## src/rtl/rtk_pkg.sv

```systemverilog
// Shared types, constants and arithmetic helpers for the rotation Kalman tracker.
package rtk_pkg;

    // Field widths
    localparam int ANGLE_W = 32;
    localparam int COV_W   = 48;
    localparam int TIME_W  = 48;
    localparam int COUNT_W = 31;
    localparam int IDX_W   = 2;

    // Iterative multiplier: A operand up to 49 bits, B operand 48 bits, 8 bits a step
    localparam int MUL_A_W   = 49;
    localparam int MUL_B_W   = 48;
    localparam int MUL_DIG_W = 8;
    localparam int MUL_STEPS = MUL_B_W / MUL_DIG_W;
    localparam int MUL_CNT_W = $clog2(MUL_STEPS + 1);
    localparam int PROD_W    = MUL_A_W + MUL_B_W;

    // Restoring divider: one quotient bit a step
    localparam int DIV_D_W     = COV_W + 1;
    localparam int DIV_PRE     = 8;
    localparam int DIV_STEPS   = COV_W;
    localparam int DIV_CNT_W   = $clog2(DIV_STEPS + 1);

    // Lane sum width: angle plus a correction capped at 2^40
    localparam int CORR_W = 41;
    localparam int SUM_W  = 43;

    localparam logic [COV_W-1:0]   MASK48    = {COV_W{1'b1}};
    localparam logic [COV_W-1:0]   CAP40     = 48'h010000000000;
    localparam logic [5:0]         SH_TIME   = 6'd16;
    localparam logic [5:0]         SH_GAIN   = 6'd40;
    localparam logic [COUNT_W-1:0] COUNT_MAX = {COUNT_W{1'b1}};

    // Register reset values
    localparam logic [COV_W-1:0] PROC_NOISE_RST = 48'd10995116;
    localparam logic [COV_W-1:0] MEAS_NOISE_RST = 48'd10995116278;
    localparam logic [COV_W-1:0] INIT_COV_RST   = 48'd1099511627776;

    // Register indexes
    localparam logic [IDX_W-1:0] REG_PROCESS_NOISE      = 2'd0;
    localparam logic [IDX_W-1:0] REG_MEASURE_NOISE      = 2'd1;
    localparam logic [IDX_W-1:0] REG_INITIAL_COVARIANCE = 2'd2;

    // Lane control and status
    typedef struct packed {
        logic capture;
        logic first;
        logic correct;
    } rtk_lane_ctl_t;

    typedef struct packed {
        logic busy;
    } rtk_lane_sts_t;

    // Shift a product right and clamp it to cap
    function automatic logic [COV_W-1:0] shr_sat(input logic [PROD_W-1:0] p,
                                                 input logic [5:0] sh,
                                                 input logic [COV_W-1:0] cap);
        logic [PROD_W-1:0] w;
        w = p >> sh;
        if (w > PROD_W'(cap))
            return cap;
        return w[COV_W-1:0];
    endfunction

    // Clamp a wide signed value to the 32-bit range
    function automatic logic signed [ANGLE_W-1:0] sat32(input logic signed [SUM_W-1:0] v);
        if (v > SUM_W'(signed'(33'sh07FFFFFFF)))
            return 32'sh7FFFFFFF;
        if (v < SUM_W'(signed'(33'sh180000000)))
            return 32'sh80000000;
        return v[ANGLE_W-1:0];
    endfunction

    // Give a magnitude its sign back
    function automatic logic signed [SUM_W-1:0] sign_apply(input logic [CORR_W-1:0] mag,
                                                           input logic neg);
        logic signed [SUM_W-1:0] e;
        e = signed'(SUM_W'(mag));
        return neg ? -e : e;
    endfunction

endpackage

```

## src/rtl/rtk_div.sv

```systemverilog
// Restoring divider forming both gains (n << 40) / d over one shared divisor, saturating.
module rtk_div
(
    input  logic                              clk,
    input  logic                              rst_n,
    input  logic                              start,
    input  logic [rtk_pkg::COV_W-1:0]         n0,
    input  logic [rtk_pkg::COV_W-1:0]         n1,
    input  logic [rtk_pkg::DIV_D_W-1:0]       d,
    output logic                              done,
    output logic [rtk_pkg::COV_W-1:0]         q0,
    output logic [rtk_pkg::COV_W-1:0]         q1
);

    localparam int T_W = rtk_pkg::DIV_D_W + 1;
    localparam int C_W = rtk_pkg::DIV_D_W + rtk_pkg::DIV_PRE;

    logic [rtk_pkg::DIV_CNT_W-1:0] cnt_reg, cnt_next;
    logic                          done_reg, done_next;
    logic [rtk_pkg::COV_W-1:0]     n0_reg, n0_next, n1_reg, n1_next;
    logic [rtk_pkg::DIV_D_W-1:0]   d_reg, d_next;
    logic [rtk_pkg::DIV_D_W-1:0]   rem0_reg, rem0_next, rem1_reg, rem1_next;
    logic [rtk_pkg::COV_W-1:0]     feed0_reg, feed0_next, feed1_reg, feed1_next;
    logic [rtk_pkg::COV_W-1:0]     quo0_reg, quo0_next, quo1_reg, quo1_next;
    logic [T_W-1:0]                t0, t1;
    logic                          ovf0, ovf1;

    // Trial subtract on both dividends
    always_comb
    begin
        cnt_next   = cnt_reg;
        n0_next    = n0_reg;
        n1_next    = n1_reg;
        d_next     = d_reg;
        rem0_next  = rem0_reg;
        rem1_next  = rem1_reg;
        feed0_next = feed0_reg;
        feed1_next = feed1_reg;
        quo0_next  = quo0_reg;
        quo1_next  = quo1_reg;
        done_next  = 1'b0;
        t0 = {rem0_reg, feed0_reg[rtk_pkg::COV_W-1]};
        t1 = {rem1_reg, feed1_reg[rtk_pkg::COV_W-1]};
        if (start)
        begin
            n0_next    = n0;
            n1_next    = n1;
            d_next     = d;
            rem0_next  = rtk_pkg::DIV_D_W'(n0 >> rtk_pkg::DIV_PRE);
            rem1_next  = rtk_pkg::DIV_D_W'(n1 >> rtk_pkg::DIV_PRE);
            feed0_next = {n0[rtk_pkg::DIV_PRE-1:0], {(rtk_pkg::COV_W-rtk_pkg::DIV_PRE){1'b0}}};
            feed1_next = {n1[rtk_pkg::DIV_PRE-1:0], {(rtk_pkg::COV_W-rtk_pkg::DIV_PRE){1'b0}}};
            quo0_next  = '0;
            quo1_next  = '0;
            cnt_next   = rtk_pkg::DIV_CNT_W'(rtk_pkg::DIV_STEPS);
        end
        else if (cnt_reg != '0)
        begin
            if (t0 >= T_W'(d_reg))
            begin
                rem0_next = rtk_pkg::DIV_D_W'(t0 - T_W'(d_reg));
                quo0_next = {quo0_reg[rtk_pkg::COV_W-2:0], 1'b1};
            end
            else
            begin
                rem0_next = t0[rtk_pkg::DIV_D_W-1:0];
                quo0_next = {quo0_reg[rtk_pkg::COV_W-2:0], 1'b0};
            end
            if (t1 >= T_W'(d_reg))
            begin
                rem1_next = rtk_pkg::DIV_D_W'(t1 - T_W'(d_reg));
                quo1_next = {quo1_reg[rtk_pkg::COV_W-2:0], 1'b1};
            end
            else
            begin
                rem1_next = t1[rtk_pkg::DIV_D_W-1:0];
                quo1_next = {quo1_reg[rtk_pkg::COV_W-2:0], 1'b0};
            end
            feed0_next = feed0_reg << 1;
            feed1_next = feed1_reg << 1;
            cnt_next   = cnt_reg - 1'b1;
            done_next  = (cnt_reg == rtk_pkg::DIV_CNT_W'(1));
        end
    end

    // Quotient no longer fits 48 bits when n >= d * 256
    assign ovf0 = (C_W'(n0_reg) >= {d_reg, {rtk_pkg::DIV_PRE{1'b0}}});
    assign ovf1 = (C_W'(n1_reg) >= {d_reg, {rtk_pkg::DIV_PRE{1'b0}}});

    always_ff @(posedge clk or negedge rst_n)
    begin
        if (!rst_n)
        begin
            cnt_reg  <= '0;
            done_reg <= 1'b0;
        end
        else
        begin
            cnt_reg  <= cnt_next;
            done_reg <= done_next;
        end
    end

    always_ff @(posedge clk)
    begin
        n0_reg    <= n0_next;
        n1_reg    <= n1_next;
        d_reg     <= d_next;
        rem0_reg  <= rem0_next;
        rem1_reg  <= rem1_next;
        feed0_reg <= feed0_next;
        feed1_reg <= feed1_next;
        quo0_reg  <= quo0_next;
        quo1_reg  <= quo1_next;
    end

    assign done = done_reg;
    assign q0   = ovf0 ? rtk_pkg::MASK48 : quo0_reg;
    assign q1   = ovf1 ? rtk_pkg::MASK48 : quo1_reg;

endmodule

```

## config.mk

```make
export PLATFORM = sky130hd
export DESIGN_NAME = rtk_div
export DESIGN_NICKNAME = d
export VERILOG_FILES = /design/src/rtl/rtk_pkg.sv /design/src/rtl/rtk_div.sv
export SDC_FILE = /design/constraint.sdc
export NUM_CORES = 1
export LEC_CHECK = 0
export BUFFER_PORTS_ARGS = -buffer_cell sky130_fd_sc_hd__buf_2
export CAP_MARGIN = 20
export CELL_PAD_IN_SITES_DETAIL_PLACEMENT = 0
export CELL_PAD_IN_SITES_GLOBAL_PLACEMENT = 1
export CORE_MARGIN = 5
export CORE_UTILIZATION = 46
export DETAILED_ROUTE_END_ITERATION = 10
export PLACE_DENSITY = 0.91
export SLEW_MARGIN = 15
export SYNTH_ARGS = -nofsm -noshare
export SYNTH_HDL_FRONTEND = slang
export SYNTH_SLANG_ARGS = --single-unit
```

## constraint.sdc

```tcl
create_clock -name clk -period 5.23 [get_ports clk]
set_input_delay 0.2615 -clock clk [delete_from_list [all_inputs] [get_ports clk]]
set_output_delay 0.2615 -clock clk [all_outputs]
set_load 0.05 [all_outputs]
```

==> results.py <==
metrics = {
    "status": {
        "run_status": "finished, final reports clean",
    },
    "routing": {
        "ant_nets": 0,
        "vias_per_cell": 6.03,
        "drt-wirelength-per-cell_um": 21.6,
        "initialDrtViolationCount": 1959,
        "vias": 19612,
        "firstDrtPassIters": 6,
        "routed_wl_um": 70400,
        "drc": 0,
    },
    "placement": {
        "place_area_um2": 23700,
        "dp_slack_ns": 1.41,
        "dpl.hpwl_um": 49900,
        "gp_congestion": 0.982,
        "port_buffers": 244,
    },
    "global_routing": {
        "antenna_found_initial": 1,
        "grt_max_degree": 104,
        "grt_pass1_vias": 19167,
        "grt_use_total_pct": 25.8,
        "grt-ovfl-total": 0,
        "grt_pass1_wl_um": 109000,
    },
    "cts": {
        "clkTransAtPathRegs_ns": 0.06,
        "clock_path_buffers": 3,
        "post_cts_buffers": 0,
        "clk_latency_ns": 0.59,
        "cts.sinks": 362,
        "ctsResizeCount": 0,
        "numCtsBuffers": 41,
        "cts_hold_buffers": 146,
        "htreeDepth": 2,
        "cts_tree": "yes",
        "root_buffer": "clkbuf_16",
    },
    "floorplanning": {
        "ios": 245,
        "initial_core_util_pct": 46.3,
        "core_area_um2": 47500,
        "dieArea_um2": 52300,
        "die_w_um": 229,
        "core.rowCount": 80,
        "die_height_um": 229,
    },
    "critical_path": {
        "crit_type": "reg2out",
        "cp.depth": 12,
        "worstPathRequired_ns": 4.97,
        "critical_path.top_delay_family": "compound AO/OA/AOI/OAI gates",
        "cp-start-kind": "register",
        "rr_worst_depth": 11,
        "rr_startpoint": "d_reg[37]$_DFFE_PP_",
        "cp_max_fo": 48,
        "critPathMaxStageDelay_ns": 0.77,
        "slowest_stage": "a211oi_1",
        "startpoint": "d_reg[10]$_DFFE_PP_",
        "path_cells": "inv_1, ha_1, a21o_1, a21o_1, a21oi_1, nor2_1, a211oi_1, a21oi_1, o31ai_4, buf_4, nand2_1, buf_2",
        "reg2reg_slack_ns": 1.14,
        "setup.worst_path.end": "q0[34]",
        "critPathCaptureType": "output pin",
        "critPathBufInv": 3,
        "reg2reg_to": "rem0_reg[8]$_DFFE_PP_",
        "cp_data_arrival_time_ns": 4.22,
    },
    "cells_and_area": {
        "layout_commonest_cell": "buf_2",
        "final_cell_mix": "243 x buf_2, 241 x edfxtp_1, 236 x nor2_1",
        "area_delta_synth_final_pct": 20.4,
        "final_nets": 2937,
        "fillers": 4060,
        "final_cell_area_um2": 26500,
        "drive_above_1_share_pct": 14.8,
    },
    "yosys": {
        "synth_nets": 2618,
        "yosysSeqAreaShare_pct": 44.0,
        "async_flop_share_pct": 1.93,
        "syn_avg_cell_area_um2": 9.62,
        "synth_cell_types": 86,
        "ys.flop_type": "edfxtp_1",
        "synthTopCellsByArea": "edfxtp_1 33%, dfxtp_1 10%, ha_1 10%",
        "synth_edf_count": 241,
        "synth_warnings": 0,
        "netlist_area_um2": 22000,
        "ys_ff_latch": 362,
        "syn_inst": 2288,
        "yosysTopAreaCell": "edfxtp_1",
        "synth_top_area_share_pct": 32.9,
    },
    "timing": {
        "clock_skew_ns": 0.0376,
        "hold_ws_ns": 0.0743,
        "finalCritPeriodShare_pct": 85.6,
        "hold_violations": 0,
        "tns_ns": 0,
        "tightest_slew_ns": 1.05,
        "slew_headroom_pct": 30.1,
        "finalSetupViolCount": 0,
        "worst_slack_ns": 0.751,
        "fmax_ghz": 0.223,
        "final_max_slew_viol_count": 0,
        "rsz0062_at_grt": "no",
        "fin_crit_ns": 4.48,
    },
    "min_path": {
        "worst_hold_path_type": "in2async",
    },
    "power": {
        "powerDensity_nw_per_um2": 329,
        "peakVddDrop_mv": 0.272,
        "p_leak_uw": 0.0118,
    },
    "run": {
        "maxCapViolations": 0,
    },
}
worst register-to-register path: stages (launching register included):
cell      delay (ns)
edfxtp_1        0.33
inv_1           0.14
ha_1            0.51
nand4_1         0.21
nor2_1          0.13
nand3_1         0.15
or4_1           0.54
o311ai_1        0.30
and2_2          0.55
nor2_2          0.18
buf_4           0.27
o311ai_0        0.53
per-layer routing:
layer	vias to the layer above	share of wire (%)	wire [um]	GRT usage, %
li1	9180	-	-	-
met1	9309	42	29500	34.7
met2	954	45	31600	41.3
met3	169	8.6	6030	4.47
met4	0	4.7	3300	10.8
met5	-	0	0	0
Yosys cell counts (all sizes together) (14+ instances only):
library cell and instances:
o21ai 107, clkbuf 96, xor2 24, nand3 47
a21oi 170, nor2b 16, dfxtp 114, o211ai 24
edfxtp 241, a21o 79, a31oi 36, xnor2 53
o21bai 17, buf 38, nand4 81, mux2i 20
o21a 16, mux2 35, nor3 27, a22o 95
ha 180, o311ai 21, a211oi 18, and3 14
nor2 240, nand2 231, inv 92, and2 15
how the worst min path moves through the flow:
stage | end | slack, ns | cells past startpoint
final | cnt_reg[2]$_DFFE_PN0P_ | 0.07 | 2
after global routing | cnt_reg[0]$_DFFE_PN0P_ | 0.08 | 2
after detailed placement | done$_DFF_PN0_ | 0.11 | 1
after CTS | done$_DFF_PN0_ | 0.05 | 2
after global placement | done$_DFF_PN0_ | 0.10 | 1
after floorplan | cnt_reg[0]$_DFFE_PN0P_ | -0.03 | 0
logic make-up after synthesis:
family | Yosys count | synth area share (%)
compound gates | 652 | 20.3
xor+xnor | 77 | 3.06
fa+ha+maj | 182 | 10.4
buf+inv | 227 | 4.17
flops | 362 | 44.0
mux | 55 | 2.70
simple gates | 733 | 15.3
metrics by stage:
stage	utilization, %	std cells	total power (uW)
6_report	55.7	3253	8710
5_1_grt	55.7	3252	9090
3_5_place_dp	49.8	3032	5680
4_1_cts	55.7	3251	8670
2_1_floorplan	-	2288	5040
3_3_place_gp	49.8	3032	5640
final cells by class:
class	instances	area [um2]	share of cell area [%]
Timing Repair Buffer	410	2870	10.8
Clock buffer	53	1170	4.43
Sequential cell	362	9690	36.6
Clock inverter	20	173	0.652
Tap cell	615	769	2.90
Multi-Input combinational cell	1699	11500	43.3
Antenna cell	1	2.50	0.00944
Inverter	93	353	1.33
where the power goes:
part	internal, uW	leakage (uW)	switching, uW	total (uW)
Combinational	949	0.00768	1430	2380
Sequential	3290	0.00344	125	3420
Clock	1690	0.000658	1230	2920
Power figures use the tool's default switching activity.
