## src/rtl/rtk_pkg.sv

```systemverilog
// Shared types, constants and arithmetic helpers for the rotation Kalman tracker.
package rtk_pkg;

    // Field widths
    localparam int ANGLE_W = 32;
    localparam int COV_W   = 48;
    localparam int TIME_W  = 48;
    localparam int COUNT_W = 31;
    localparam int IDX_W   = 2;

    // Iterative multiplier: A operand up to 49 bits, B operand 48 bits, 8 bits a step
    localparam int MUL_A_W   = 49;
    localparam int MUL_B_W   = 48;
    localparam int MUL_DIG_W = 8;
    localparam int MUL_STEPS = MUL_B_W / MUL_DIG_W;
    localparam int MUL_CNT_W = $clog2(MUL_STEPS + 1);
    localparam int PROD_W    = MUL_A_W + MUL_B_W;

    // Restoring divider: one quotient bit a step
    localparam int DIV_D_W     = COV_W + 1;
    localparam int DIV_PRE     = 8;
    localparam int DIV_STEPS   = COV_W;
    localparam int DIV_CNT_W   = $clog2(DIV_STEPS + 1);

    // Lane sum width: angle plus a correction capped at 2^40
    localparam int CORR_W = 41;
    localparam int SUM_W  = 43;

    localparam logic [COV_W-1:0]   MASK48    = {COV_W{1'b1}};
    localparam logic [COV_W-1:0]   CAP40     = 48'h010000000000;
    localparam logic [5:0]         SH_TIME   = 6'd16;
    localparam logic [5:0]         SH_GAIN   = 6'd40;
    localparam logic [COUNT_W-1:0] COUNT_MAX = {COUNT_W{1'b1}};

    // Register reset values
    localparam logic [COV_W-1:0] PROC_NOISE_RST = 48'd10995116;
    localparam logic [COV_W-1:0] MEAS_NOISE_RST = 48'd10995116278;
    localparam logic [COV_W-1:0] INIT_COV_RST   = 48'd1099511627776;

    // Register indexes
    localparam logic [IDX_W-1:0] REG_PROCESS_NOISE      = 2'd0;
    localparam logic [IDX_W-1:0] REG_MEASURE_NOISE      = 2'd1;
    localparam logic [IDX_W-1:0] REG_INITIAL_COVARIANCE = 2'd2;

    // Lane control and status
    typedef struct packed {
        logic capture;
        logic first;
        logic correct;
    } rtk_lane_ctl_t;

    typedef struct packed {
        logic busy;
    } rtk_lane_sts_t;

    // Shift a product right and clamp it to cap
    function automatic logic [COV_W-1:0] shr_sat(input logic [PROD_W-1:0] p,
                                                 input logic [5:0] sh,
                                                 input logic [COV_W-1:0] cap);
        logic [PROD_W-1:0] w;
        w = p >> sh;
        if (w > PROD_W'(cap))
            return cap;
        return w[COV_W-1:0];
    endfunction

    // Clamp a wide signed value to the 32-bit range
    function automatic logic signed [ANGLE_W-1:0] sat32(input logic signed [SUM_W-1:0] v);
        if (v > SUM_W'(signed'(33'sh07FFFFFFF)))
            return 32'sh7FFFFFFF;
        if (v < SUM_W'(signed'(33'sh180000000)))
            return 32'sh80000000;
        return v[ANGLE_W-1:0];
    endfunction

    // Give a magnitude its sign back
    function automatic logic signed [SUM_W-1:0] sign_apply(input logic [CORR_W-1:0] mag,
                                                           input logic neg);
        logic signed [SUM_W-1:0] e;
        e = signed'(SUM_W'(mag));
        return neg ? -e : e;
    endfunction

endpackage

```

## src/rtl/rtk_mul.sv

```systemverilog
// Iterative unsigned multiplier, eight bits of the B operand per cycle, MSB first.
module rtk_mul
(
    input  logic                              clk,
    input  logic                              rst_n,
    input  logic                              start,
    input  logic [rtk_pkg::MUL_A_W-1:0]       a,
    input  logic [rtk_pkg::MUL_B_W-1:0]       b,
    output logic                              done,
    output logic [rtk_pkg::PROD_W-1:0]        prod
);

    logic [rtk_pkg::MUL_CNT_W-1:0] cnt_reg, cnt_next;
    logic                          done_reg, done_next;
    logic [rtk_pkg::MUL_A_W-1:0]   a_reg, a_next;
    logic [rtk_pkg::MUL_B_W-1:0]   b_reg, b_next;
    logic [rtk_pkg::PROD_W-1:0]    acc_reg, acc_next;

    // Load operands or take one digit step
    always_comb
    begin
        cnt_next  = cnt_reg;
        a_next    = a_reg;
        b_next    = b_reg;
        acc_next  = acc_reg;
        done_next = 1'b0;
        if (start)
        begin
            a_next   = a;
            b_next   = b;
            acc_next = '0;
            cnt_next = rtk_pkg::MUL_CNT_W'(rtk_pkg::MUL_STEPS);
        end
        else if (cnt_reg != '0)
        begin
            acc_next = (acc_reg << rtk_pkg::MUL_DIG_W)
                     + rtk_pkg::PROD_W'(a_reg
                       * b_reg[rtk_pkg::MUL_B_W-1 -: rtk_pkg::MUL_DIG_W]);
            b_next    = b_reg << rtk_pkg::MUL_DIG_W;
            cnt_next  = cnt_reg - 1'b1;
            done_next = (cnt_reg == rtk_pkg::MUL_CNT_W'(1));
        end
    end

    // Control state
    always_ff @(posedge clk or negedge rst_n)
    begin
        if (!rst_n)
        begin
            cnt_reg  <= '0;
            done_reg <= 1'b0;
        end
        else
        begin
            cnt_reg  <= cnt_next;
            done_reg <= done_next;
        end
    end

    // Operands and accumulator
    always_ff @(posedge clk)
    begin
        a_reg   <= a_next;
        b_reg   <= b_next;
        acc_reg <= acc_next;
    end

    assign done = done_reg;
    assign prod = acc_reg;

endmodule

```

## src/rtl/rtk_lane.sv

```systemverilog
// One axis lane: angle and rate state, prediction and correction on its own multiplier.
module rtk_lane
(
    input  logic                               clk,
    input  logic                               rst_n,
    input  rtk_pkg::rtk_lane_ctl_t             ctl,
    input  logic signed [rtk_pkg::ANGLE_W-1:0] meas,
    input  logic [rtk_pkg::TIME_W-1:0]         dt,
    input  logic [rtk_pkg::COV_W-1:0]          k0,
    input  logic [rtk_pkg::COV_W-1:0]          k1,
    output rtk_pkg::rtk_lane_sts_t             sts,
    output logic signed [rtk_pkg::ANGLE_W-1:0] angle
);

    typedef enum logic [3:0] {
        L_IDLE = 4'b0001,
        L_PRED = 4'b0010,
        L_CK0  = 4'b0100,
        L_CK1  = 4'b1000
    } lane_state_t;

    lane_state_t                        phase_reg, phase_next;
    logic signed [rtk_pkg::ANGLE_W-1:0] angle_reg, angle_next;
    logic signed [rtk_pkg::ANGLE_W-1:0] rate_reg, rate_next;
    logic signed [rtk_pkg::ANGLE_W-1:0] meas_reg, meas_next;
    logic signed [rtk_pkg::ANGLE_W-1:0] xp_reg, xp_next;
    logic signed [rtk_pkg::ANGLE_W:0]   y_reg, y_next;
    logic [rtk_pkg::COV_W-1:0]          k1_reg, k1_next;

    logic                               mul_start, mul_done;
    logic [rtk_pkg::MUL_A_W-1:0]        mul_a;
    logic [rtk_pkg::MUL_B_W-1:0]        mul_b;
    logic [rtk_pkg::PROD_W-1:0]         mul_prod;
    logic [rtk_pkg::ANGLE_W-1:0]        rate_mag;
    logic [rtk_pkg::ANGLE_W:0]          y_mag;
    logic [rtk_pkg::COV_W-1:0]          corr_time, corr_gain;

    assign rate_mag  = rate_reg[rtk_pkg::ANGLE_W-1] ? rtk_pkg::ANGLE_W'(-rate_reg)
                                                    : rtk_pkg::ANGLE_W'(rate_reg);
    assign y_mag     = y_reg[rtk_pkg::ANGLE_W] ? (~y_reg + 1'b1) : y_reg;
    assign corr_time = rtk_pkg::shr_sat(mul_prod, rtk_pkg::SH_TIME, rtk_pkg::CAP40);
    assign corr_gain = rtk_pkg::shr_sat(mul_prod, rtk_pkg::SH_GAIN, rtk_pkg::CAP40);

    // Sequence predict, then angle and rate corrections
    always_comb
    begin
        phase_next = phase_reg;
        angle_next = angle_reg;
        rate_next  = rate_reg;
        meas_next  = meas_reg;
        xp_next    = xp_reg;
        y_next     = y_reg;
        k1_next    = k1_reg;
        mul_start  = 1'b0;
        mul_a      = '0;
        mul_b      = '0;
        unique case (phase_reg)
            L_IDLE:
            begin
                if (ctl.first)
                begin
                    angle_next = meas;
                    rate_next  = '0;
                end
                else if (ctl.capture)
                begin
                    meas_next  = meas;
                    mul_start  = 1'b1;
                    mul_a      = rtk_pkg::MUL_A_W'(rate_mag);
                    mul_b      = dt;
                    phase_next = L_PRED;
                end
                else if (ctl.correct)
                begin
                    k1_next    = k1;
                    mul_start  = 1'b1;
                    mul_a      = rtk_pkg::MUL_A_W'(y_mag);
                    mul_b      = k0;
                    phase_next = L_CK0;
                end
            end
            L_PRED:
            begin
                if (mul_done)
                begin
                    xp_next = rtk_pkg::sat32(rtk_pkg::SUM_W'(angle_reg)
                            + rtk_pkg::sign_apply(corr_time[rtk_pkg::CORR_W-1:0],
                                                  rate_reg[rtk_pkg::ANGLE_W-1]));
                    y_next  = (rtk_pkg::ANGLE_W+1)'(meas_reg)
                            - (rtk_pkg::ANGLE_W+1)'(xp_next);
                    phase_next = L_IDLE;
                end
            end
            L_CK0:
            begin
                if (mul_done)
                begin
                    angle_next = rtk_pkg::sat32(rtk_pkg::SUM_W'(xp_reg)
                               + rtk_pkg::sign_apply(corr_gain[rtk_pkg::CORR_W-1:0],
                                                     y_reg[rtk_pkg::ANGLE_W]));
                    mul_start  = 1'b1;
                    mul_a      = rtk_pkg::MUL_A_W'(y_mag);
                    mul_b      = k1_reg;
                    phase_next = L_CK1;
                end
            end
            L_CK1:
            begin
                if (mul_done)
                begin
                    rate_next  = rtk_pkg::sat32(rtk_pkg::SUM_W'(rate_reg)
                               + rtk_pkg::sign_apply(corr_gain[rtk_pkg::CORR_W-1:0],
                                                     y_reg[rtk_pkg::ANGLE_W]));
                    phase_next = L_IDLE;
                end
            end
            default:
            begin
                phase_next = L_IDLE;
            end
        endcase
    end

    rtk_mul u_mul
    (
        .clk   (clk),
        .rst_n (rst_n),
        .start (mul_start),
        .a     (mul_a),
        .b     (mul_b),
        .done  (mul_done),
        .prod  (mul_prod)
    );

    always_ff @(posedge clk or negedge rst_n)
    begin
        if (!rst_n)
        begin
            phase_reg <= L_IDLE;
            angle_reg <= '0;
            rate_reg  <= '0;
        end
        else
        begin
            phase_reg <= phase_next;
            angle_reg <= angle_next;
            rate_reg  <= rate_next;
        end
    end

    always_ff @(posedge clk)
    begin
        meas_reg <= meas_next;
        xp_reg   <= xp_next;
        y_reg    <= y_next;
        k1_reg   <= k1_next;
    end

    assign sts.busy = (phase_reg != L_IDLE);
    assign angle    = angle_reg;

endmodule

```

## config.mk

```make
export PLATFORM = sky130hd
export DESIGN_NAME = rtk_lane
export DESIGN_NICKNAME = d
export VERILOG_FILES = /design/src/rtl/rtk_pkg.sv /design/src/rtl/rtk_mul.sv /design/src/rtl/rtk_lane.sv
export SDC_FILE = /design/constraint.sdc
export NUM_CORES = 2
export LEC_CHECK = 0
export BUFFER_PORTS_ARGS = -buffer_cell sky130_fd_sc_hd__buf_2
export CAP_MARGIN = 10
export CORE_MARGIN = 1
export CORE_UTILIZATION = 30
export CTS_CLUSTER_SIZE = 16
export DETAILED_ROUTE_END_ITERATION = 8
export SYNTH_ARGS = -nofsm -noshare
export SYNTH_HDL_FRONTEND = slang
export SYNTH_SLANG_ARGS = --single-unit
```

## constraint.sdc

```tcl
create_clock -name clk -period 10.69 [get_ports clk]
set_input_delay 1.069 -clock clk [delete_from_list [all_inputs] [get_ports clk]]
set_output_delay 1.069 -clock clk [all_outputs]
set_load 0.05 [all_outputs]
```

==> impl_metrics.ini <==
[synthesis]
synth.yosys.seq_area_share_pct = 28.3
synth.avg_cell_area_um2 = 8.72
ys_dominant_reg_cell = sky130_fd_sc_hd__edfxtp_1
yosysWarningCount = 0
post_synth_inst_count = 4265
syn-num-nets = 4911
synth-edff-count = 226
post_synth_main_area_contributors = sky130_fd_sc_hd__edfxtp_1 18%, sky130_fd_sc_hd__fa_1 12%, sky130_fd_sc_hd__ha_1 8.2%, sky130_fd_sc_hd__nand2_1 6.2%, sky130_fd_sc_hd__dfxtp_1 5.2%
synth_top_cell_area_share_pct = 18.3
synth-seq-cells = 395
synth_cell_type_count = 88
async_set_or_reset_register_ratio_after_synthesis_pct = 18.2
synthesized_cell_area_mm2 = 0.0372
top_cell_type_by_total_area_after_synthesis = sky130_fd_sc_hd__edfxtp_1

[clocking]
clk_pin_slew_ps = 60
cts.hold.buffers_added = 0
cts.sinks = 395
cts-buffers-inserted = 48
clockRootBuffer = sky130_fd_sc_hd__clkbuf_16
cts_buffer_depth = 3
clock_latency_ps = 640
cts_tree = yes
cts_h_tree_lvls = 2

[detailed_routing]
dr.first_iter.drc_count = 3159
postRouteAntennaNets = 0
vias_per_cell = 5.38
drt_first_pass_iters = 6
vias = 32700
routed_wl_um = 124000
wire_per_inst_um = 20.5
number_of_design_rule_violations_left_after_detail_routing = 0

[placement]
globalplace.congestion = 0.961
dpl.hpwl_um = 96900
portBuffers = 213

[setup_path]
worstPathArrival_ps = 10470
timing.critical_path.from_type = flop
ff2ff_path_depth = 44
worst_setup_path_end_kind = flop
worst_ep_required_time_ps = 11050
regToRegEndpoint = y_reg[32]
rr_startpoint = u_mul.prod[44]
crit_path_top_delay_cell = sky130_fd_sc_hd__or4_1
reg2reg_setup_slack_ps = 590
critPathKind = reg -> reg
cp_slowest_stage_delay_ps = 560
cp_max_fo = 9

[grt]
grt_max_degree = 96
grt_pass1_wl_um = 189000
first_global_vias = 31300
global_route.usage.total_pct = 19.3
antenna_violations_before_repair = 2
grt.overflow.total = 0

[timing]
report.final.slew_viol_count = 0
timing.clock.skew_ps = 31.9
timing.fmax_mhz = 99.0
finalWorstPathRequiredPeriod_ps = 10100
rsz0062_at_grt = false
post-route-period-util_pct = 94.5
final-hold-violation-count = 0
setup_tns_ps = 0
tightest_slew_ps = 1300
report.final.setup_viol = 0
slew_headroom_pct = 13.2

[die]
die_height_um = 354
floorplan.rows = 128
floorplan.initialDensity_pct = 30.4
ios = 214
core_region_area_mm2 = 0.122
die_w_um = 354
die_area_mm2 = 0.125

[cells_and_area]
largest_register_ffs = 97
final_layout_size_suffix_gt1_share_pct = 10.6
final_net_count = 5054
area.growth.synth_to_final_pct = 12.7

[flow_run]
maxCapViolCount = 0

[min_path]
min-delay-path-class = in -> async

[run_status]
status = finished clean
[layout by cell type (no fill, tap or decap), types with 183 or more instances in the layout]
cell	count
sky130_fd_sc_hd__a21oi_1	295
sky130_fd_sc_hd__buf_2	212
sky130_fd_sc_hd__edfxtp_1	226
sky130_fd_sc_hd__fa_1	222
sky130_fd_sc_hd__ha_1	243
sky130_fd_sc_hd__inv_1	270
sky130_fd_sc_hd__nand2_1	614
sky130_fd_sc_hd__nor2_1	233
sky130_fd_sc_hd__o21ai_0	266
sky130_fd_sc_hd__xor2_1	183
[worst max-delay path by stage]
stage | slack (ps) | from | end
finish | 590 | u_mul.prod[44] | y_reg[32]
global route | 20 | u_mul.prod[44] | y_reg[32]
CTS | 150 | u_mul.prod[44] | y_reg[32]
detailed placement | 210 | u_mul.prod[44] | y_reg[32]
global placement | 330 | u_mul.prod[44] | y_reg[32]
floorplan | 640 | u_mul.prod[44] | y_reg[32]
[metal layers]
layer  GRT usage [%]  wire [µm]
met1            25.1      52200
met2            32.9      60300
met3            2.10       7020
met4            7.14       4790
met5               0         13
[area by class of cell]
cell class              count  area, µm²
diodes                      1       2.50
clock buffers              69       1380
clock inverters            20        213
fillers                 12700      80500
inverters                 274       1030
multi-input cells        3367      24800
flip-flops and latches    395      10500
well taps                1625       2030
repair buffers            322       1900
[worst max-delay path, delay by kind of cell (launching register included)]
kind	cells	cell delay [ps]
AOI/OAI and AO/OA	20	3680
xor gates and xnor gates	1	250
adders and majority gates	4	1190
buffers and inverters	5	820
DFF	1	310
muxes	1	260
and+or+nand+nor	13	3340
[per-stage QoR]
step / util (%) / std cells / hold slack, ps / setup slack, ps / cell area, µm²
2_1_floorplan: - / 4265 / 432 / 638 / 37200
3_3_place_gp: 32.8 / 5982 / 440 / 334 / 40200
3_5_place_dp: 32.8 / 5982 / 451 / 206 / 40200
4_1_cts: 34.2 / 6071 / 399 / 145 / 41800
5_1_grt: 34.2 / 6072 / 435 / 18.4 / 41900
6_report: 34.2 / 6073 / 413 / 586 / 41900
[what timing repair did]
item / 4_1_cts / 5_1_grt
endpoints found under the setup margin: 0 / 9
resized for setup: 0 / 23
buffers inserted: 0 / 1
[cells by family (layout without fill, tap and decap cells)]
family,Yosys count,in the layout,synth area share (%)
flops,395,395,28.3
compound gates,1132,1132,19.8
buf+inv,503,685,5.40
simple gates,1424,1424,18.2
other cells,0,1,0
fa+ha+maj,465,465,20.1
mux,7,7,0.192
xor+xnor,339,339,7.99
[synthesized netlist by cell type, drive strengths merged, types with 13 or more instances]
cell type  count
a211oi        36
a21o         106
a21oi        297
a221oi        19
a222oi        48
a31oi         31
a41oi         13
and2         131
and3          35
buf           39
clkbuf       190
dfrtp         71
dfxtp         97
edfxtp       226
fa           222
ha           243
inv          273
nand2        614
nand2b        36
nand3         66
nand4         44
nor2         238
nor2b         25
nor3          72
nor4          27
o2111ai       31
o21a          54
o21ai        302
o21bai        33
o22ai         19
o31ai         27
o41ai         29
or2           21
or3           63
or4           22
xnor2        156
xor2         183
Power is left out: the tool's default activity adds up to more than one toggle a clock period on the data nets, which glitch-free logic cannot reach.
