===== src/rtl/rtk_pkg.sv =====
// Shared types, constants and arithmetic helpers for the rotation Kalman tracker.
package rtk_pkg;

    // Field widths
    localparam int ANGLE_W = 32;
    localparam int COV_W   = 48;
    localparam int TIME_W  = 48;
    localparam int COUNT_W = 31;
    localparam int IDX_W   = 2;

    // Iterative multiplier: A operand up to 49 bits, B operand 48 bits, 8 bits a step
    localparam int MUL_A_W   = 49;
    localparam int MUL_B_W   = 48;
    localparam int MUL_DIG_W = 8;
    localparam int MUL_STEPS = MUL_B_W / MUL_DIG_W;
    localparam int MUL_CNT_W = $clog2(MUL_STEPS + 1);
    localparam int PROD_W    = MUL_A_W + MUL_B_W;

    // Restoring divider: one quotient bit a step
    localparam int DIV_D_W     = COV_W + 1;
    localparam int DIV_PRE     = 8;
    localparam int DIV_STEPS   = COV_W;
    localparam int DIV_CNT_W   = $clog2(DIV_STEPS + 1);

    // Lane sum width: angle plus a correction capped at 2^40
    localparam int CORR_W = 41;
    localparam int SUM_W  = 43;

    localparam logic [COV_W-1:0]   MASK48    = {COV_W{1'b1}};
    localparam logic [COV_W-1:0]   CAP40     = 48'h010000000000;
    localparam logic [5:0]         SH_TIME   = 6'd16;
    localparam logic [5:0]         SH_GAIN   = 6'd40;
    localparam logic [COUNT_W-1:0] COUNT_MAX = {COUNT_W{1'b1}};

    // Register reset values
    localparam logic [COV_W-1:0] PROC_NOISE_RST = 48'd10995116;
    localparam logic [COV_W-1:0] MEAS_NOISE_RST = 48'd10995116278;
    localparam logic [COV_W-1:0] INIT_COV_RST   = 48'd1099511627776;

    // Register indexes
    localparam logic [IDX_W-1:0] REG_PROCESS_NOISE      = 2'd0;
    localparam logic [IDX_W-1:0] REG_MEASURE_NOISE      = 2'd1;
    localparam logic [IDX_W-1:0] REG_INITIAL_COVARIANCE = 2'd2;

    // Lane control and status
    typedef struct packed {
        logic capture;
        logic first;
        logic correct;
    } rtk_lane_ctl_t;

    typedef struct packed {
        logic busy;
    } rtk_lane_sts_t;

    // Shift a product right and clamp it to cap
    function automatic logic [COV_W-1:0] shr_sat(input logic [PROD_W-1:0] p,
                                                 input logic [5:0] sh,
                                                 input logic [COV_W-1:0] cap);
        logic [PROD_W-1:0] w;
        w = p >> sh;
        if (w > PROD_W'(cap))
            return cap;
        return w[COV_W-1:0];
    endfunction

    // Clamp a wide signed value to the 32-bit range
    function automatic logic signed [ANGLE_W-1:0] sat32(input logic signed [SUM_W-1:0] v);
        if (v > SUM_W'(signed'(33'sh07FFFFFFF)))
            return 32'sh7FFFFFFF;
        if (v < SUM_W'(signed'(33'sh180000000)))
            return 32'sh80000000;
        return v[ANGLE_W-1:0];
    endfunction

    // Give a magnitude its sign back
    function automatic logic signed [SUM_W-1:0] sign_apply(input logic [CORR_W-1:0] mag,
                                                           input logic neg);
        logic signed [SUM_W-1:0] e;
        e = signed'(SUM_W'(mag));
        return neg ? -e : e;
    endfunction

endpackage


===== src/rtl/rtk_mul.sv =====
// Iterative unsigned multiplier, eight bits of the B operand per cycle, MSB first.
module rtk_mul
(
    input  logic                              clk,
    input  logic                              rst_n,
    input  logic                              start,
    input  logic [rtk_pkg::MUL_A_W-1:0]       a,
    input  logic [rtk_pkg::MUL_B_W-1:0]       b,
    output logic                              done,
    output logic [rtk_pkg::PROD_W-1:0]        prod
);

    logic [rtk_pkg::MUL_CNT_W-1:0] cnt_reg, cnt_next;
    logic                          done_reg, done_next;
    logic [rtk_pkg::MUL_A_W-1:0]   a_reg, a_next;
    logic [rtk_pkg::MUL_B_W-1:0]   b_reg, b_next;
    logic [rtk_pkg::PROD_W-1:0]    acc_reg, acc_next;

    // Load operands or take one digit step
    always_comb
    begin
        cnt_next  = cnt_reg;
        a_next    = a_reg;
        b_next    = b_reg;
        acc_next  = acc_reg;
        done_next = 1'b0;
        if (start)
        begin
            a_next   = a;
            b_next   = b;
            acc_next = '0;
            cnt_next = rtk_pkg::MUL_CNT_W'(rtk_pkg::MUL_STEPS);
        end
        else if (cnt_reg != '0)
        begin
            acc_next = (acc_reg << rtk_pkg::MUL_DIG_W)
                     + rtk_pkg::PROD_W'(a_reg
                       * b_reg[rtk_pkg::MUL_B_W-1 -: rtk_pkg::MUL_DIG_W]);
            b_next    = b_reg << rtk_pkg::MUL_DIG_W;
            cnt_next  = cnt_reg - 1'b1;
            done_next = (cnt_reg == rtk_pkg::MUL_CNT_W'(1));
        end
    end

    // Control state
    always_ff @(posedge clk or negedge rst_n)
    begin
        if (!rst_n)
        begin
            cnt_reg  <= '0;
            done_reg <= 1'b0;
        end
        else
        begin
            cnt_reg  <= cnt_next;
            done_reg <= done_next;
        end
    end

    // Operands and accumulator
    always_ff @(posedge clk)
    begin
        a_reg   <= a_next;
        b_reg   <= b_next;
        acc_reg <= acc_next;
    end

    assign done = done_reg;
    assign prod = acc_reg;

endmodule


===== config.mk =====
export PLATFORM = sky130hd
export DESIGN_NAME = rtk_mul
export DESIGN_NICKNAME = d
export VERILOG_FILES = /design/src/rtl/rtk_pkg.sv /design/src/rtl/rtk_mul.sv
export SDC_FILE = /design/constraint.sdc
export NUM_CORES = 1
export LEC_CHECK = 0
export ABC_AREA = 1
export BUFFER_PORTS_ARGS = -buffer_cell sky130_fd_sc_hd__buf_2
export CAP_MARGIN = 20
export CORE_ASPECT_RATIO = 0.8
export CORE_MARGIN = 3
export CORE_UTILIZATION = 30
export CTS_BUF_LIST = sky130_fd_sc_hd__clkbuf_8
export DETAILED_ROUTE_END_ITERATION = 8
export SYNTH_ARGS = -nofsm -noshare
export SYNTH_HDL_FRONTEND = slang
export SYNTH_SLANG_ARGS = --single-unit

===== constraint.sdc =====
create_clock -name clk -period 8 [get_ports clk]
set_input_delay 1.6 -clock clk [delete_from_list [all_inputs] [get_ports clk]]
set_output_delay 1.6 -clock clk [all_outputs]
set_load 0.05 [all_outputs]

==> summary.md, run 1 <==
| Metric | Value |
|---|---|
| Run status | `finished clean` |
| Fmax | `about 170 MHz` |
| Via count of the routed design | `22300` |
| Share of flip-flops with an asynchronous set or reset after synthesis | `0.0202` |
| Mean Syn Cell Area | `about 6.8 um^2` |
| Share of the core filled with cells | `0.334` |
| Final Hold Violating Endpoints | `0` |
| Prevailing post-synth register cell | `edfxtp_1` |
| Area contributors post-synth | `fa_1 26%, nand2_1 18%, inv_1 16%` |
| Length in cells of the worst reg-to-reg path | `21` |
| Skew-Pair Late Insertion Delay | `between 0.6 and 0.7 ns` |
| Critical Path End Type | `register` |
| Setup CP Type | `register to register` |
| Number of buffers inserted by post-CTS setup repair | `0` |
| Htree depth | `4` |
| RePlAce Congestion | `0.970` |
| Initial cell density of the core | `0.305` |
| Drt total wl | `around 85000 um` |
| Setup Viol. Count Final | `0` |
| Starting DRT DRC Count | `roughly 1800` |
| Overflow left after global routing | `0` |
| Compound-cell area share of the yosys netlist | `0.0440` |
| Netlist area before placement | `around 0.026 mm^2` |
| Adder-cell share of the synthesized area | `0.299` |
| Proportion of netlist area held by the largest area contributor | `0.256` |
| Required time reported for the critical path endpoint | `8.56 ns` |
| Final-layout setup total negative slack | `0 ns` |
| Max Transition Viols Final | `0` |
| Clock buffer depth | `2` |
| Synth warnings | `0` |
| RSZ-0062 raised after global routing | `no` |
| Max-slew headroom at the worst pin | `0.345` |
| Worst Clk Skew | `0.0395 ns` |
| Area of all placed cells without fillers | `around 0.028 mm^2` |
| Number of hold buffers added after cts | `0` |
| Post-route DRC | `0` |
| Hold Path Class | `register to register` |
| Post-DR vias/cell | `4.45` |
| Worst hold path depth | `2` |
| DIE HEIGHT | `~270 um` |
| Number of enable flip-flop cells after synthesis | `97` |
| Via count of the first global-routing pass | `~22000` |
| Leading cell type by number of instances after synthesis | `nand2_1` |
| Remaining antenna violation count after routing | `0` |
| Main combinational cell family by area after synthesis | `adder cells` |
| Gate count after technology mapping | `about 3800` |
| Number of antenna violations at the first check in global routing | `5` |
| Storage element area | `between 0.004 and 0.005 mm^2` |
| Number of top-level design ports | `198` |
| Post-synthesis xor/xnor area fraction | `0.0132` |
| Maximum number of pins on one net before global-route repair | `80` |
| Routed wire per std cell | `16.9 um` |
| Max_cap viols | `0` |
| Kind of start point of the critical path | `register` |
| Die Area | `0.0895 mm^2` |
| Slew @ Worst Pin | `around 1 ns` |
| Flip-flop count of the largest register, all copies and words added | `97` |
| Final Non-Filler Cells | `5006` |
| Sequential share of the synthesized area | `0.192` |
| TritonCTS Buffers | `17` |
| Fill cell total of the finished layout | `9249` |
| Share of final-layout standard cells stronger than drive strength 1 | `0.0939` |
| Number of I/O port buffers | `roughly 200` |
| Clock edge transition at the registers on the reported setup and hold paths | `approximately 0.16 ns` |
| Net count reported at finish | `~4400` |
| First-pass GRT wire length | `132000 um` |
| Register bit total from synthesis | `a little under 200` |
| Largest area contributor in the synthesized netlist | `fa_1` |
| TritonCTS Sinks | `about 200` |
| Synth top cells by count | `1243 x nand2_1, 1110 x inv_1, 330 x fa_1` |
| Area used by multi-input combinational logic | `0.0160 mm^2` |
| FP Rows | `between 90 and 100` |
| Detailed Place HPWL | `around 70000 um` |
| Post-Place Cells | `between 4000 and 5000` |
| CTS tree | `yes` |
| Overall die width | `roughly 330 um` |
| All-layer global routing usage | `0.194` |
| Layout overhead on the synthesized area | `9.50%` |
| Core Area | `around 0.085 mm^2` |
| Post-synthesis cell type count | `41` |
| CTS root buf | `clkbuf_8` |
| Detailed Routing Iterations Pass 1 | `5` |
| Fraction of synthesized area in multiplexers | `0` |
| Final critical-path required period | `about 5.9 ns` |
| Post-route fraction of the period consumed by the critical path | `0.733` |
| Data arrival, critical path | `approximately 6.4 ns` |
| Gates resized, CTS repair | `0` |
| Basic-gate share of the synthesized area counting and, or, nand and nor cells | `0.266` |
| Post-place instance area | `approximately 0.028 mm^2` |
| Highest net fanout along the worst path | `33` |
| Number of nets in the synthesized netlist | `4288` |
-- per-layer routing --
layer / wire length [um] / global-route usage / vias to the layer above
met3: 8130 / 0.0555 / 96
met1: 39000 / 0.273 / 10500
met5: 15 / 0 / -
met4: 1870 / 0.0550 / 4
li1: - / - / 11000
met2: 35600 / 0.291 / 755
-- per-stage QoR --
stage,setup WS (ns),hold slack (ns)
after floorplan,3.27,0.470
after global placement,2.27,0.489
after detailed placement,2.28,0.495
after CTS,2.20,0.510
after global routing,1.76,0.527
final,2.14,0.497
-- worst paths after layout --
kind                       slack (ns)    endpoint       from
setup / recovery                 2.14    prod[30]  b_reg[45]
hold / removal                   0.50    b_reg[9]   b_reg[1]
setup reg to reg                 2.14    prod[30]  b_reg[45]
hold reg to reg                  0.50    b_reg[9]   b_reg[1]
max in group asynchronous        7.07  cnt_reg[2]      rst_n
min in group asynchronous        0.79        done      rst_n
-- cells by family after synthesis --
kind of cell	after synthesis
DFF	198
AOI/OAI and AO/OA	198
and+or+nand+nor	1660
xor gates and xnor gates	39
buffers and inverters	1257
adders and majority gates	418
-- cells in the final DEF (no fill, tap or decap), types with 5 or more instances in the layout --
cell / Yosys / routed
nand2_1: 1243 / 1242
inv_1: 1110 / 1107
fa_1: 330 / 330
buf_2: 6 / 196
nor2_1: 154 / 154
nand3_1: 112 / 112
edfxtp_1: 97 / 97
dfxtp_1: 97 / 97
ha_1: 88 / 88
o21ai_0: 74 / 74
a21oi_1: 64 / 64
xor2_1: 38 / 38
nor2_2: 32 / 32
nand2_2: 31 / 31
o21bai_1: 28 / 28
o211ai_1: 25 / 25
nor3_1: 24 / 24
nand4_1: 24 / 24
inv_2: 17 / 19
buf_4: 1 / 19
clkbuf_8: 0 / 17
nand3_2: 10 / 10
nor3_2: 8 / 8
nor2_4: 5 / 5
inv_12: 0 / 5
-- worst max-delay path: stages (launching register included) --
cell and delay (ns):
edfxtp_1 0.85, buf_4 0.51, nand2_1 0.09, inv_1 0.10
fa_1 0.43, fa_1 0.54, fa_1 0.56, inv_1 0.06
fa_1 0.54, inv_1 0.04, ha_1 0.37, nand2_1 0.16
inv_1 0.05, nand2_1 0.06, nand2_1 0.06, nand2_1 0.06
nand2_1 0.08, a21oi_1 0.23, nand2_1 0.27, xor2_1 0.51
o211ai_1 0.14, inv_1 0.09
-- area by class of cell --
class	count	share of cell area
well taps	1115	0.0494
flip-flops and latches	198	0.175
multi-input cells	2315	0.568
inverters	1127	0.150
diodes	3	0.000266
repair buffers	216	0.0408
clock buffers	17	0.00829
clock inverters	15	0.00749
Power of run 1 is left out: the tool's default activity adds up to more than one toggle a clock period on the data nets, which glitch-free logic cannot reach.
==> run 2, diff against run 1 <==
clock period = 4.8 ns   (was 8 ns; I/O delays follow)
==> summary.md, run 2 (synthesis gave the netlist of run 1 again) <==
| Metric | Value |
|---|---|
| Run status | `finished, violations left` |
| TritonCTS Buffers | `17` |
| Setup CP Type | `register to register` |
| Core Area | `roughly 0.085 mm^2` |
| Highest net fanout along the worst path | `15` |
| Fmax | `around 200 MHz` |
| Setup Viol. Count Final | `43` |
| Flip-flop count of the largest register, all copies and words added | `97` |
| CTS tree | `yes` |
| Area of all placed cells without fillers | `0.0332 mm^2` |
| Detailed Routing Iterations Pass 1 | `5` |
| RePlAce Congestion | `0.960` |
| Htree depth | `4` |
| Overflow left after global routing | `0` |
| Post-DR vias/cell | `around 4.5` |
| Number of antenna violations at the first check in global routing | `3` |
| Commonest cells after routing, fill and taps aside | `1068 x nand2_1, 1054 x inv_1, 326 x fa_1` |
| Worst Clk Skew | `between 0.03 and 0.04 ns` |
| Critical Path End Type | `register` |
| TritonCTS Sinks | `about 200` |
| Starting DRT DRC Count | `around 2100` |
| Required time reported for the critical path endpoint | `~5.3 ns` |
| Clock edge transition at the registers on the reported setup and hold paths | `about 0.14 ns` |
| Net count reported at finish | `4713` |
| Number of top-level design ports | `slightly below 200` |
| Final critical-path required period | `approximately 4.9 ns` |
| Final setup slack of the worst path | `-0.118 ns` |
| FP Rows | `95` |
| Worst-case register-to-register setup slack | `-0.12 ns` |
| Share of final-layout standard cells stronger than drive strength 1 | `0.255` |
| All-layer global routing usage | `0.205` |
| Layout overhead on the synthesized area | `28.8%` |
| Routed wire per std cell | `roughly 17 um` |
| Drt total wl | `90900 um` |
| CP max-delay cell | `fa_1` |
| First-pass GRT wire length | `roughly 140000 um` |
| DIE HEIGHT | `268 um` |
| Peak per-stage delay on the critical path | `between 0.5 and 0.6 ns` |
| Post-place instance area | `around 0.030 mm^2` |
| Via count of the routed design | `about 24000` |
| Via count of the first global-routing pass | `between 20000 and 25000` |
| Leading cell type in the layout, fill and taps excluded | `nand2_1` |
| Maximum number of pins on one net before global-route repair | `93` |
| Final Hold Violating Endpoints | `0` |
| Post-route fraction of the period consumed by the critical path | `1.02` |
| Die Area | `between 0.08 and 0.09 mm^2` |
| Clock buffer depth | `2` |
| Slew @ Worst Pin | `slightly above 1 ns` |
| Overall die width | `approximately 330 um` |
| Final-layout setup total negative slack | `-2.11 ns` |
| RSZ-0062 raised after global routing | `yes` |
| Kind of start point of the critical path | `register` |
| Post-route DRC | `0` |
| Skew-Pair Late Insertion Delay | `between 0.6 and 0.7 ns` |
| Data arrival, critical path | `around 5.5 ns` |
| Tightest hold margin | `roughly 0.13 ns` |
| Max Transition Viols Final | `0` |
| Hold Path Class | `primary input to async pin` |
| CTS root buf | `clkbuf_8` |
| Number of hold buffers added after cts | `0` |
| Max_cap viols | `0` |
| Initial cell density of the core | `0.305` |
| Max-slew headroom at the worst pin | `0.328` |
| Remaining antenna violation count after routing | `0` |
| Number of I/O port buffers | `between 150 and 200` |
| Violations in the final reports | `negative setup slack` |
| Detailed Place HPWL | `between 70000 and 80000 um` |
run 2: through the flow:
stage / cells / utilization / setup slack, ns
6_report: 5324 / 0.392 / -0.118
5_1_grt: 5323 / 0.392 / -0.322
4_1_cts: 5307 / 0.382 / -0.0778
3_5_place_dp: 5248 / 0.355 / -0.268
3_3_place_gp: 5248 / 0.355 / -0.290
2_1_floorplan: 3770 / - / 0.0683
run 2: final cells by class:
class	instances	area [um^2]
multi-input combinational	2315	18200
antenna	1	2.50
clock inverter	15	200
timing repair buffer	536	3940
fill	8807	51400
clock buffer	17	234
tap	1115	1400
sequential	198	4950
inverter	1127	4230
run 2: final timing paths:
check                      startpoint    endpoint  cells past startpoint
max                         b_reg[44]    prod[91]                     26
min                             rst_n        done                      1
max reg2reg                 b_reg[44]    prod[91]                     26
min reg2reg                 b_reg[12]   b_reg[20]                      2
max in group asynchronous       rst_n  cnt_reg[2]                      1
min in group clk                a[15]   a_reg[15]                      1
run 2: worst max-delay path, delay by kind of cell (launching register included):
kind | cells | cell delay [ns]
adders and majority gates | 5 | 2.36
and+or+nand+nor | 11 | 1.04
buffers and inverters | 10 | 0.96
DFF | 1 | 0.43
run 2: timing repair:
item	in CTS	in global routing
pin swaps	81	110
setup buffers	23	16
resized for setup	356	208
cloned	5	0
setup endpoints to repair	76	82
run 2: per-layer routing:
metal  GRT usage  vias up  share of wire
li1            -    11600              -
met1       0.303    11600           0.47
met2       0.315      760           0.44
met3      0.0364       70          0.078
met4      0.0428        4          0.014
met5           0        -        0.00015
Power of run 2 is left out for the same reason.
